==> src/sv/nfrq_pkg.sv <==
// Package for the nearest-floor request queue: opcodes, status codes, states.
`default_nettype none
package nfrq_pkg;
  localparam int ID_W = 16;
  localparam int WEIGHT_W = 10;
  localparam int STATUS_W = 2;
  localparam int MAX_RESULTS = 16;

  typedef enum logic [2:0] {
    OP_PUSH    = 3'd0,
    OP_POP     = 3'd1,
    OP_PEEK    = 3'd2,
    OP_REORDER = 3'd3,
    OP_QUERY   = 3'd4,
    OP_EXTRACT = 3'd5,
    OP_CLEAR   = 3'd6,
    OP_NONE    = 3'd7
  } op_t;

  typedef enum logic [1:0] {
    ST_OK    = 2'd0,
    ST_EMPTY = 2'd1,
    ST_FULL  = 2'd2
  } status_t;

  typedef enum logic [3:0] {
    S_IDLE,
    S_POP_RD,
    S_POP_MV,
    S_SORT_RD,
    S_SORT_CMP,
    S_SORT_PUT,
    S_SCAN_RD,
    S_SCAN_CHK,
    S_EX_RD,
    S_EX_CHK,
    S_EX_EMIT,
    S_OUT
  } state_t;
endpackage
`default_nettype wire

==> src/sv/nearest_floor_request_queue_core.sv <==
// Nearest-floor request queue: request memory, sequencer and result register.
//
// Requests sit in a memory of CAPACITY entries with a registered read and a separate
// write port, walked entry by entry by a small sequencer around one floor-distance
// compare unit. Pop shifts the remaining entries down; reorder is an insertion sort by
// floor distance. Extract first counts matches, then walks the queue again, raising each
// match as a beat and holding until that beat is taken. The block takes no new beat
// until every result of the current one has been taken. Result beats sit in an output
// register; tlast marks the final result of each request. No clearing pass: unwritten
// entries are never used.
`default_nettype none
module nearest_floor_request_queue_core
  import nfrq_pkg::*;
#(
  parameter int CAPACITY   = 16,
  parameter int FLOOR_BITS = 8
) (
  input  wire logic                                    clk,
  input  wire logic                                    rst,
  input  wire logic                                    s_tvalid,
  output logic                                         s_tready,
  // req_type, in_id, in_from_floor, in_to_floor, in_weight, floor (low first)
  input  wire logic [((3+ID_W+3*FLOOR_BITS+WEIGHT_W+7)/8)*8-1:0] s_tdata,
  output logic                                         m_tvalid,
  input  wire logic                                    m_tready,
  // out_id, out_from_floor, out_to_floor, out_weight, status, occupancy
  output logic [((ID_W+2*FLOOR_BITS+WEIGHT_W+STATUS_W+5+7)/8)*8-1:0] m_tdata,
  output logic                                         m_tlast
);
  localparam int OW   = ((ID_W+2*FLOOR_BITS+WEIGHT_W+STATUS_W+5+7)/8)*8;
  localparam int AW   = $clog2(CAPACITY);
  localparam int CW   = $clog2(CAPACITY+1);
  localparam int EW   = ID_W + 2*FLOOR_BITS + WEIGHT_W;
  localparam int RW   = ID_W + 2*FLOOR_BITS + WEIGHT_W + STATUS_W;

  // input field offsets
  localparam int O_ID = 3;
  localparam int O_FR = O_ID + ID_W;
  localparam int O_TO = O_FR + FLOOR_BITS;
  localparam int O_WT = O_TO + FLOOR_BITS;
  localparam int O_FL = O_WT + WEIGHT_W;

  logic [EW-1:0] mem [CAPACITY];
  logic [EW-1:0] rd_data;
  logic [AW-1:0] rd_addr, wr_addr;
  logic          wr_en;
  logic [EW-1:0] wr_data;

  always_ff @(posedge clk) begin
    if (wr_en) mem[wr_addr] <= wr_data;
    rd_data <= mem[rd_addr];
  end

  state_t state, state_next;
  op_t    op;
  logic [FLOOR_BITS-1:0] fl;
  logic [CW-1:0] count;
  logic [CW-1:0] i, j;       // walk indexes
  logic [CW-1:0] keep;       // extract write pointer
  logic [CW-1:0] limit;      // entries to walk while extracting
  logic [4:0]    nres;       // matches counted, then matches left to hand out
  logic [EW-1:0] key;
  logic [RW-1:0] res;
  logic          res_last;
  logic          res_valid;

  function automatic logic [FLOOR_BITS-1:0] from_of(input logic [EW-1:0] e);
    from_of = e[ID_W +: FLOOR_BITS];
  endfunction

  function automatic logic [FLOOR_BITS-1:0] gap(input logic [FLOOR_BITS-1:0] a,
                                                input logic [FLOOR_BITS-1:0] b);
    gap = (a > b) ? a - b : b - a;
  endfunction

  // shared compare unit
  logic [FLOOR_BITS-1:0] key_gap, rd_gap;
  logic                  gap_gt, floor_eq;
  assign key_gap  = gap(from_of(key), fl);
  assign rd_gap   = gap(from_of(rd_data), fl);
  assign gap_gt   = rd_gap > key_gap;
  assign floor_eq = from_of(rd_data) == fl;

  logic       scan_hit, ex_hit;
  logic [4:0] nres_sum;
  assign scan_hit = floor_eq && nres < 5'(MAX_RESULTS);
  assign nres_sum = nres + 5'(scan_hit);
  assign ex_hit   = floor_eq && nres != '0;

  assign s_tready = (state == S_IDLE) && !res_valid;
  logic acc;
  assign acc = s_tvalid && s_tready;
  logic out_go;
  assign out_go = m_tvalid && m_tready;

  // next state
  always_comb begin
    state_next = state;
    case (state)
      S_IDLE: begin
        if (acc) begin
          case (op_t'(s_tdata[2:0]))
            OP_POP, OP_PEEK: state_next = (count == '0) ? S_OUT : S_POP_RD;
            OP_REORDER:      state_next = (count > 1) ? S_SORT_RD : S_OUT;
            OP_QUERY, OP_EXTRACT: state_next = (count == '0) ? S_OUT : S_SCAN_RD;
            default:         state_next = S_OUT;
          endcase
        end
      end
      S_POP_RD:   state_next = S_POP_MV;
      S_POP_MV:   state_next = (op == OP_PEEK || i >= count) ? S_OUT : S_POP_MV;
      S_SORT_RD:  state_next = S_SORT_CMP;
      S_SORT_CMP: state_next = (j != '0 && gap_gt) ? S_SORT_CMP : S_SORT_PUT;
      S_SORT_PUT: state_next = (i + 1'b1 >= count) ? S_OUT : S_SORT_RD;
      S_SCAN_RD:  state_next = S_SCAN_CHK;
      S_SCAN_CHK: begin
        if (i + 1'b1 < count) state_next = S_SCAN_RD;
        else if (op == OP_EXTRACT && nres_sum != '0) state_next = S_EX_RD;
        else state_next = S_OUT;
      end
      S_EX_RD:    state_next = S_EX_CHK;
      S_EX_CHK: begin
        if (ex_hit) state_next = S_EX_EMIT;
        else if (i + 1'b1 >= limit) state_next = S_IDLE;
        else state_next = S_EX_RD;
      end
      S_EX_EMIT: begin
        if (out_go) state_next = (i >= limit) ? S_IDLE : S_EX_RD;
      end
      S_OUT:      state_next = (!res_valid) ? S_IDLE : S_OUT;
      default:    state_next = S_IDLE;
    endcase
  end

  // memory port control
  always_comb begin
    rd_addr = i[AW-1:0];
    wr_en   = 1'b0;
    wr_addr = i[AW-1:0];
    wr_data = rd_data;
    case (state)
      S_IDLE: begin
        // reorder starts from entry one, everything else from the head
        rd_addr = (op_t'(s_tdata[2:0]) == OP_REORDER) ? AW'(1) : '0;
        wr_addr = count[AW-1:0];
        wr_data = {s_tdata[O_WT +: WEIGHT_W], s_tdata[O_TO +: FLOOR_BITS],
                   s_tdata[O_FR +: FLOOR_BITS], s_tdata[O_ID +: ID_W]};
        wr_en   = acc && op_t'(s_tdata[2:0]) == OP_PUSH && count < CW'(CAPACITY);
      end
      S_POP_RD:   rd_addr = AW'(1);
      S_POP_MV: begin
        // shift down: write entry i-1 with data read from i
        rd_addr = (i + 1'b1 < count) ? AW'(i + 1'b1) : i[AW-1:0];
        wr_addr = AW'(i - 1'b1);
        wr_en   = op == OP_POP && i < count && i != '0;
      end
      S_SORT_RD:  rd_addr = AW'(i - 1'b1);
      S_SORT_CMP: begin
        rd_addr = AW'(j - 2'd2);
        wr_addr = j[AW-1:0];
        wr_en   = j != '0 && gap_gt;
      end
      S_SORT_PUT: begin
        rd_addr = AW'(i + 1'b1);
        wr_addr = j[AW-1:0];
        wr_data = key;
        wr_en   = 1'b1;
      end
      S_EX_CHK: begin
        wr_addr = keep[AW-1:0];
        wr_en   = !ex_hit;
      end
      default: ;
    endcase
  end

  // sequencer registers
  always_ff @(posedge clk) begin
    if (rst) begin
      state <= S_IDLE;
      count <= '0;
      res_valid <= 1'b0;
      res_last <= 1'b0;
    end else begin
      state <= state_next;
      if (out_go) res_valid <= 1'b0;
      case (state)
        S_IDLE: if (acc) begin
          op    <= op_t'(s_tdata[2:0]);
          fl    <= s_tdata[O_FL +: FLOOR_BITS];
          i     <= '0;
          keep  <= '0;
          nres  <= '0;
          res   <= {ST_OK, {EW{1'b0}}};
          case (op_t'(s_tdata[2:0]))
            OP_PUSH:
              if (count < CW'(CAPACITY)) count <= count + 1'b1;
              else res <= {ST_FULL, {EW{1'b0}}};
            OP_POP, OP_PEEK:
              if (count == '0) res <= {ST_EMPTY, {EW{1'b0}}};
            OP_QUERY, OP_EXTRACT:
              if (count == '0) res <= {ST_EMPTY, {EW{1'b0}}};
            OP_CLEAR: count <= '0;
            OP_REORDER: i <= CW'(1);
            default: ;
          endcase
        end
        S_POP_RD: begin
          res <= {ST_OK, rd_data};
          i   <= CW'(1);
        end
        S_POP_MV: begin
          if (op == OP_POP && i >= count) count <= count - 1'b1;
          else i <= i + 1'b1;
        end
        S_SORT_RD: begin
          key <= rd_data;
          j   <= i;
        end
        S_SORT_CMP: begin
          // rd_data holds entry j-1; first cycle it is entry i-1 from S_SORT_RD
          if (j != '0 && gap_gt) j <= j - 1'b1;
        end
        S_SORT_PUT: i <= i + 1'b1;
        S_SCAN_CHK: begin
          nres <= nres_sum;
          if (i + 1'b1 >= count) begin
            i <= '0;
            // extract: settle the final occupancy before the first beat goes out
            if (op == OP_EXTRACT && nres_sum != '0) begin
              limit <= count;
              count <= count - CW'(nres_sum);
            end else begin
              res <= {((nres_sum != '0) ? ST_OK : ST_EMPTY), {EW{1'b0}}};
            end
          end else begin
            i <= i + 1'b1;
          end
        end
        S_EX_CHK: begin
          i <= i + 1'b1;
          if (ex_hit) begin
            res       <= {ST_OK, rd_data};
            res_valid <= 1'b1;
            res_last  <= (nres == 5'd1);
            nres      <= nres - 1'b1;
          end else begin
            keep <= keep + 1'b1;
          end
        end
        S_OUT: if (!res_valid) begin
          res_valid <= 1'b1;
          res_last  <= 1'b1;
        end
        default: ;
      endcase
    end
  end

  logic [CW-1:0] occ_out;
  assign occ_out = count;
  assign m_tvalid = res_valid;
  assign m_tlast  = res_last;
  assign m_tdata  = OW'({5'(occ_out), res});
endmodule
`default_nettype wire

==> config.mk <==
export PLATFORM = sky130hd
export DESIGN_NAME = nearest_floor_request_queue_core
export DESIGN_NICKNAME = d
export VERILOG_FILES = /design/src/sv/nfrq_pkg.sv /design/src/sv/nearest_floor_request_queue_core.sv
export SDC_FILE = /design/constraint.sdc
export NUM_CORES = 1
export LEC_CHECK = 0
export ABC_AREA = 1
export BUFFER_PORTS_ARGS = -buffer_cell sky130_fd_sc_hd__buf_2
export CAP_MARGIN = 0
export CORE_ASPECT_RATIO = 1.2
export CORE_MARGIN = 4
export CORE_UTILIZATION = 30
export CTS_CLUSTER_DIAMETER = 100
export DETAILED_ROUTE_END_ITERATION = 7
export PLACE_DENSITY = 0.55
export SLEW_MARGIN = 20
export SYNTH_ARGS = -nofsm -noshare
export SYNTH_HDL_FRONTEND = slang
export SYNTH_SLANG_ARGS = --single-unit
==> constraint.sdc <==
create_clock -name clk -period 20 [get_ports clk]
set_input_delay 2 -clock clk [delete_from_list [all_inputs] [get_ports clk]]
set_output_delay 2 -clock clk [all_outputs]
set_load 0.005 [all_outputs]
==> reports/qor.yml, run 1 <==
cts:
  cts_made_buffers: 91
  cts_setup_buffers: 0
  clk_path_buf_depth: 3
  clk_pin_slew_worst_paths_ns: 0.06
  ctsHtreeMaxLevel: 3
  cts-root-buf: "clkbuf_16"
  post_cts_resize_count: 0
  cts_tree: "yes"
  cts_hold_buf: 0
  clk_latency_ns: 0.68
  cts.sink_count: 846
global_route:
  grt_pass1_vias: 25500
  grt_pass1_wl_um: 158000
  grt_start_max_net_pins: 200
  antenna_found_initial: 1
  gr-total-overflow: 0
  grtUsageTotal: 0.158
place:
  dp_hpwl_um: 52600
  postPlaceCellArea_um2: 39500
  dp.cells: 5007
  port_buffers: 108
  place.gp.congestion: 0.872
synthesis:
  synth-edff-count: 793
  synth.largest_area_cell: "edfxtp_1"
  syn_inst: 3419
  synthTopCellsByArea: "edfxtp_1 (64%), nand3_1 (13%), nand2_1 (7.9%), dfxtp_1 (2.8%), ha_1 (2.6%)"
  avgSynthCellArea_um2: 10.9
  synth_flop_cell: "edfxtp_1"
  synth_cell_type_count: 51
  yosysWarnings: 0
  synth_top_area_share: 0.638
  ys_seq_area_frac: 0.666
  netlist_area_um2: 37300
  synth_seq_cells: 846
  async_reset_ff_frac: 0
route:
  ant_nets: 0
  via_count: 26000
  totalWireLength_um: 105000
  remaining_drc_errors: 1
  wire_per_inst_um: 20.2
  dr.pass1.iters: 8
  viasPerCell: 5.01
  drtIter0Drc: 2331
outcome:
  status: "finished with violations"
  violations: "design-rule violations"
worst_setup_path:
  crit_type: "reg -> reg"
  r2r-start: "i[0]"
  startpoint: "i[0]"
  crit_family: "simple AND/OR/NAND/NOR gates"
  cp_cell_sequence: "inv_1, ha_1, ha_1, nand2_1, nor2_1, nand2_1, nand3_1, nand2_1, nand3_1, nand2_8, nand2_4, buf_4, buf_4, nand2_1, nand3_1, nand3_1, nand2_1, nand2_1, nand2_1"
  cpMostUsedCell: "nand2_1"
  start_kind: "flip-flop"
  slowest_delay_ns: 0.90
  critPathArrivalTime_ns: 6.91
  cp_num_buf_inv: 3
  endpoint_kind: "flip-flop"
  cp_max_fo: 98
  crit_required_ns: 20.60
  worst_path_max_delay_cell: "buf_4"
finish:
  antenna_cells: 0
  final_layout_size_suffix_gt1_frac: 0.0997
  fin_cells: 5183
  nFillCells: 12200
  layout_commonest_cell: "nand3_1"
  nets: 3605
  regArea_um2: 24900
  final_cell_area_um2: 42700
  multiInputGateArea_um2: 11100
  syn2layout_area_growth_pct: 14.2
  final_cell_mix: "nand3_1 (954), edfxtp_1 (793), nand2_1 (779)"
sta:
  fin_crit_ns: 6.30
  rsz0062_at_grt: "no"
  tightest_slew_ns: 1.12
  post-route-period-util: 0.315
  max_freq_mhz: 159
  worst_clock_skew_ns: 0.0402
  slew_viol_final: 0
  hold_viol_final: 0
  timing.slew.headroom: 0.254
  fin_tns_setup_ns: 0
  setup_viol: 0
floorplan:
  initial_utilization: 0.303
  fp.dieArea_um2: 130000
  core_um2: 123000
  chipWidth_um: 330
  top_level_ports: 119
  die_h_um: 394
  rows: 141
run:
  drv_cap: 0
pwr:
  pwr_density_cell_nw_per_um2: 190
  ir_drop_mv: 0.284
  p_leak_nw: 15.9
hold_path:
  min_from: "rd_data[27]"
  min_path_type: "reg -> reg"
worst reg2reg max path: stages, from the launching register on:
cell	delay, ns
edfxtp_1	0.68
inv_1	0.32
ha_1	0.50
ha_1	0.32
nand2_1	0.06
nor2_1	0.09
nand2_1	0.10
nand3_1	0.26
nand2_1	0.09
nand3_1	0.19
nand2_8	0.42
nand2_4	0.81
buf_4	0.85
buf_4	0.91
nand2_1	0.19
nand3_1	0.11
nand3_1	0.10
nand2_1	0.09
nand2_1	0.07
nand2_1	0.11
power breakdown:
| group | switching [mW] | internal [mW] |
|---|---|---|
| Clock | 0.709 | 1.01 |
| Combinational | 2.78 | 1.00 |
| Sequential | 0.110 | 2.51 |
cells in the mapped netlist (all sizes together) (2+ instances only):
master and n:
clkbuf 77, o21ai 39, o22ai 8, clkinv 2, buf 138, nor2 135, a31oi 5, o221ai 9
nand4 18, o2111ai 2, edfxtp 793, nand2 786, o211ai 13, or2 6, nor3 11, nand3 957
xor2 27, dfxtp 53, a21o 5, a311oi 2, inv 165, fa 5, ha 78, mux2i 3
nor4 4, a21oi 57, o21a 2, xnor2 7
flip-flops by register name, indices dropped and copies added, names as in the netlist:
| name | count |
|---|---|
| i | 5 |
| rd_data | 42 |
| res | 44 |
| op | 3 |
| keep | 4 |
| fl | 8 |
| j | 5 |
| limit | 5 |
| m_tvalid | 1 |
| key | 42 |
| count | 5 |
| state | 4 |
| mem | 672 |
| nres | 5 |
| m_tlast | 1 |
layer usage:
metal / global-route usage / vias up / wire, um
li1: - / 12200 / -
met1: 0.210 / 12800 / 45100
met3: 0.0211 / 162 / 6040
met5: 0 / - / 0
met4: 0.0413 / 0 / 2320
met2: 0.270 / 801 / 51300
final timing paths:
| check | endpoint | slack (ns) | cells after the start |
|---|---|---|---|
| worst max register to register | rd_data[37] | 13.70 | 19 |
| worst min-delay path | key[27] | 0.46 | 0 |
| worst max-delay path | rd_data[37] | 13.70 | 19 |
| worst min register to register | key[27] | 0.46 | 0 |
area by class of cell:
class                           count  area share
Multi-Input combinational cell   2197       0.260
Clock buffer                      128      0.0602
Sequential cell                   846       0.583
Timing Repair Buffer              159      0.0219
Tap cell                         1644      0.0482
Inverter                          167      0.0147
Clock inverter                     42      0.0117
logic make-up (layout without fill, tap and decap cells):
group                      count (synthesis)  after routing  synth area share
DFF                                      846            846             0.666
and+or+nand+nor                         1922           1922             0.229
AOI/OAI and AO/OA                        148            148            0.0236
other                                      1              7          0.000100
buffers and inverters                    382            496            0.0437
xor gates and xnor gates                  34             34           0.00798
adders and majority gates                 83             83            0.0288
muxes                                      3              3          0.000804
stage by stage:
step,hold slack (ns),setup slack (ns),utilization,power [mW]
CTS,0.457,13.66,0.345,8.16
floorplan,0.430,10.11,-,5.25
detailed placement,0.444,13.42,0.321,6.43
global placement,0.441,13.43,0.321,6.39
finish,0.456,13.70,0.346,8.12
global route,0.466,13.21,0.346,8.71
(Power assumes the default switching activity.)
==> run 2: changes to the inputs <==
--- a/config.mk
+++ b/config.mk
@@ -5,7 +5,7 @@
 export SDC_FILE = /design/constraint.sdc
 export NUM_CORES = 1
 export LEC_CHECK = 0
-export ABC_AREA = 1
+export ABC_AREA = 0
 export BUFFER_PORTS_ARGS = -buffer_cell sky130_fd_sc_hd__buf_2
 export CAP_MARGIN = 0
 export CORE_ASPECT_RATIO = 1.2
@@ -13,7 +13,7 @@
 export CORE_UTILIZATION = 30
 export CTS_CLUSTER_DIAMETER = 100
 export DETAILED_ROUTE_END_ITERATION = 7
-export PLACE_DENSITY = 0.55
+export PLACE_DENSITY = 0.57
 export SLEW_MARGIN = 20
 export SYNTH_ARGS = -nofsm -noshare
 export SYNTH_HDL_FRONTEND = slang
==> constraint.sdc (replaced) <==
create_clock -name clk -period 5.33 [get_ports clk]
set_input_delay 0.533 -clock clk [delete_from_list [all_inputs] [get_ports clk]]
set_output_delay 0.533 -clock clk [all_outputs]
set_load 0.005 [all_outputs]
==> reports/qor.yml, run 2 <==
outcome:
  status: "complete, no violations"
sta:
  post-route-period-util: 0.950  # +0.635
  worst_clock_skew_ns: 0.0406  # +0.000383 ns
  setup_viol: 0  # unchanged
  hold_viol_final: 0  # unchanged
  setup_slack_ns: 0.268  # -13.43 ns
  fin_tns_setup_ns: 0  # unchanged
  slew_viol_final: 0  # unchanged
  fin_hold_ws_ns: 0.0858  # -0.371 ns
  fin_crit_ns: 5.06  # -1.24 ns
  tightest_slew_ns: 1.11  # -0.00707 ns
  timing.slew.headroom: 0.253  # -0.000984
  rsz0062_at_grt: "no"
  max_freq_mhz: 198  # +25%
worst_setup_path:
  crit_type: "reg -> reg"
  crit_required_ns: 5.73  # -14.87 ns
  slowest_delay_ns: 0.44  # -0.46 ns
  worst_path_max_delay_cell: "or3_4"
  cpMostUsedCell: "a21o_1"
  cp_max_fo: 17  # -83%
  cp_num_buf_inv: 6  # +3
  endpoint_kind: "flip-flop"
  rrSetupSlack_ns: 0.27  # -13.43 ns
  rr_worst_depth: 23  # +4
  r2r-start: "key[16]"
  critPathArrivalTime_ns: 5.46  # -1.45 ns
  start_kind: "flip-flop"
  startpoint: "key[16]"
  timing.rr.end: "mem[10][28]"
  cp_cell_sequence: "inv_1, ha_1, inv_1, fa_1, a21o_1, a21o_1, a221o_1, and2_2, o32ai_1, nand2_1, xnor2_1, ha_1, a21o_1, a21o_1, a21oi_2, a211oi_2, or3_4, nand3_1, buf_4, buf_4, nor2_4, buf_12, buf_12"
  crit_family: "compound AO/OA/AOI/OAI gates"
place:
  dp.cells: 4117  # -18%
  place.gp.congestion: 0.807  # -7.4%
  postPlaceCellArea_um2: 39800  # +0.55%
  port_buffers: 108  # unchanged
  dp_hpwl_um: 57000  # +8.4%
  dp_slack_ns: -0.155  # -13.57 ns
cts:
  clk_pin_slew_worst_paths_ns: 0.06  # about the same
  cts_made_buffers: 91  # unchanged
  cts-root-buf: "clkbuf_16"
  cts_hold_buf: 0  # unchanged
  clk_latency_ns: 0.66  # -0.02 ns
  clk_path_buf_depth: 3  # unchanged
  ctsHtreeMaxLevel: 3  # unchanged
  cts.sink_count: 846  # unchanged
  cts_tree: "yes"
finish:
  final_cell_area_um2: 43200  # +1.2%
  nets: 2761  # -23%
  final_layout_size_suffix_gt1_frac: 0.182  # +0.0821
  largest-register: "mem"
  syn2layout_area_growth_pct: 18.4
  fin_cells: 4317  # -17%
  final_cell_mix: "edfxtp_1 (793), mux2i_1 (267), nand2_1 (164)"
  largest_reg_flops: 672  # unchanged
  layout_commonest_cell: "edfxtp_1"
  reg_top3: "mem (672), res (44)"
global_route:
  grtUsageTotal: 0.139  # -0.0186
  grt_pass1_vias: 20900  # -18%
  antenna_found_initial: 3  # +2
  grt_start_max_net_pins: 93  # -54%
  gr-total-overflow: 0  # unchanged
  grt_pass1_wl_um: 135000  # -14%
route:
  dr.pass1.iters: 6  # -2
  wire_per_inst_um: 21.1  # +4.5%
  remaining_drc_errors: 0  # -1
  drtIter0Drc: 1718  # -26%
  ant_nets: 0  # unchanged
  viasPerCell: 4.87  # -2.8%
  via_count: 21000  # -19%
  totalWireLength_um: 91300  # -13%
synthesis:
  ys_seq_area_frac: 0.682  # +0.0161
  avgSynthCellArea_um2: 15.0  # +38%
  synth_common_cells: "edfxtp_1 (793), mux2i_1 (267), nand2_1 (166)"
  synth_top_area_share: 0.653  # +0.0154
  syn_inst: 2425  # -29%
  netlist_area_um2: 36500  # -2.4%
  yosysWarnings: 0  # unchanged
  synthTopCellsByArea: "edfxtp_1 (65%), mux2i_1 (7.3%), mux2_1 (3.0%), dfxtp_1 (2.9%), ha_1 (2.7%)"
  yosysMostFrequentCell: "edfxtp_1"
  synth.largest_area_cell: "edfxtp_1"
  synth_cell_type_count: 71  # +39%
  synth_flop_cell: "edfxtp_1"
  synth_seq_cells: 846  # unchanged
  async_reset_ff_frac: 0  # unchanged
  synth-edff-count: 793  # unchanged
hold_path:
  whs_endpoint: "fl[6]"
  whs_path_depth: 1  # +1
  min_path_type: "in -> reg"
  min_from: "s_tdata[51]"
pwr:
  pwr_density_cell_nw_per_um2: 645  # +240%
  ir_drop_mv: 0.547  # +92%
  p_leak_nw: 16.1  # +0.88%
floorplan:
  fp.dieArea_um2: 127000  # -2.3%
  top_level_ports: 119  # unchanged
  initial_utilization: 0.303  # +0.000593
  rows: 139  # -1.4%
  chipWidth_um: 326  # -1.2%
  die_h_um: 390  # -1.2%
  core_um2: 120000  # -2.5%
run:
  drv_cap: 0  # unchanged
## run 2: cell families (layout without fill, tap and decap cells)
| group | Yosys count | after routing | share of synthesized area |
|---|---|---|---|
| AO/OA/AOI/OAI | 395 | 395 | 0.0719 |
| XOR/XNOR | 31 | 31 | 0.00745 |
| adder cells (fa/ha/maj) | 83 | 83 | 0.0295 |
| buffers and inverters | 196 | 460 | 0.0259 |
| flip-flops | 846 | 846 | 0.682 |
| multiplexers | 441 | 441 | 0.127 |
| other | 1 | 8 | 0.000103 |
| AND/OR/NAND/NOR | 432 | 432 | 0.0558 |
## run 2: metal layers
| layer | wire length [um] | vias up | global-route usage | share of wire |
|---|---|---|---|---|
| li1 | - | 9700 | - | - |
| met1 | 41200 | 10600 | 0.191 | 0.45 |
| met2 | 43000 | 552 | 0.228 | 0.47 |
| met3 | 5300 | 121 | 0.0259 | 0.058 |
| met4 | 1860 | 0 | 0.0344 | 0.020 |
| met5 | 0 | - | 0 | 0 |
## run 2: worst max path at each step
stage                       end  slack (ns)  depth (start not counted)
floorplan             mem[9][0]       -0.25                         19
global placement    mem[13][28]       -0.15                         22
detailed placement   mem[2][34]       -0.16                         23
CTS                 mem[10][26]        0.05                         24
global route        mem[10][15]       0.007                         25
finish              mem[10][28]        0.27                         23
## run 2: report_power, final
group          switching (mW)  internal [mW]
Sequential              0.401           9.34
Clock                    2.66           3.69
Combinational            7.23           4.51
## run 2: what timing repair did
action,in CTS,in global routing
gates cloned,0,2
gates resized for setup,1,7
pin swaps,7,3
hold endpoints to repair,0,0
buffers inserted,23,4
endpoints found under the setup margin,292,656
## run 2: area by class of cell
class | count | area [um^2]
fillers | 11300 | 77000
flip-flops and latches | 846 | 24900
multi-input cells | 1389 | 10900
clock buffers | 126 | 2520
repair buffers | 234 | 2140
well taps | 1621 | 2030
clock inverters | 44 | 527
inverters | 56 | 210
diodes | 1 | 2.50
## run 2: through the flow
| stage | total power, mW | utilization |
|---|---|---|
| floorplan | 17.8 | - |
| global placement | 21.5 | 0.331 |
| detailed placement | 21.5 | 0.331 |
| CTS | 28.0 | 0.358 |
| global route | 29.3 | 0.359 |
| finish | 27.8 | 0.359 |
## run 2: worst reg2reg max path, delay by kind of cell (launching register included)
kind / cells / cell delay (ns)
compound gates: 8 / 1.76
simple gates: 5 / 0.96
fa+ha+maj: 3 / 0.84
buf+inv: 6 / 0.75
flops: 1 / 0.38
xor+xnor: 1 / 0.15
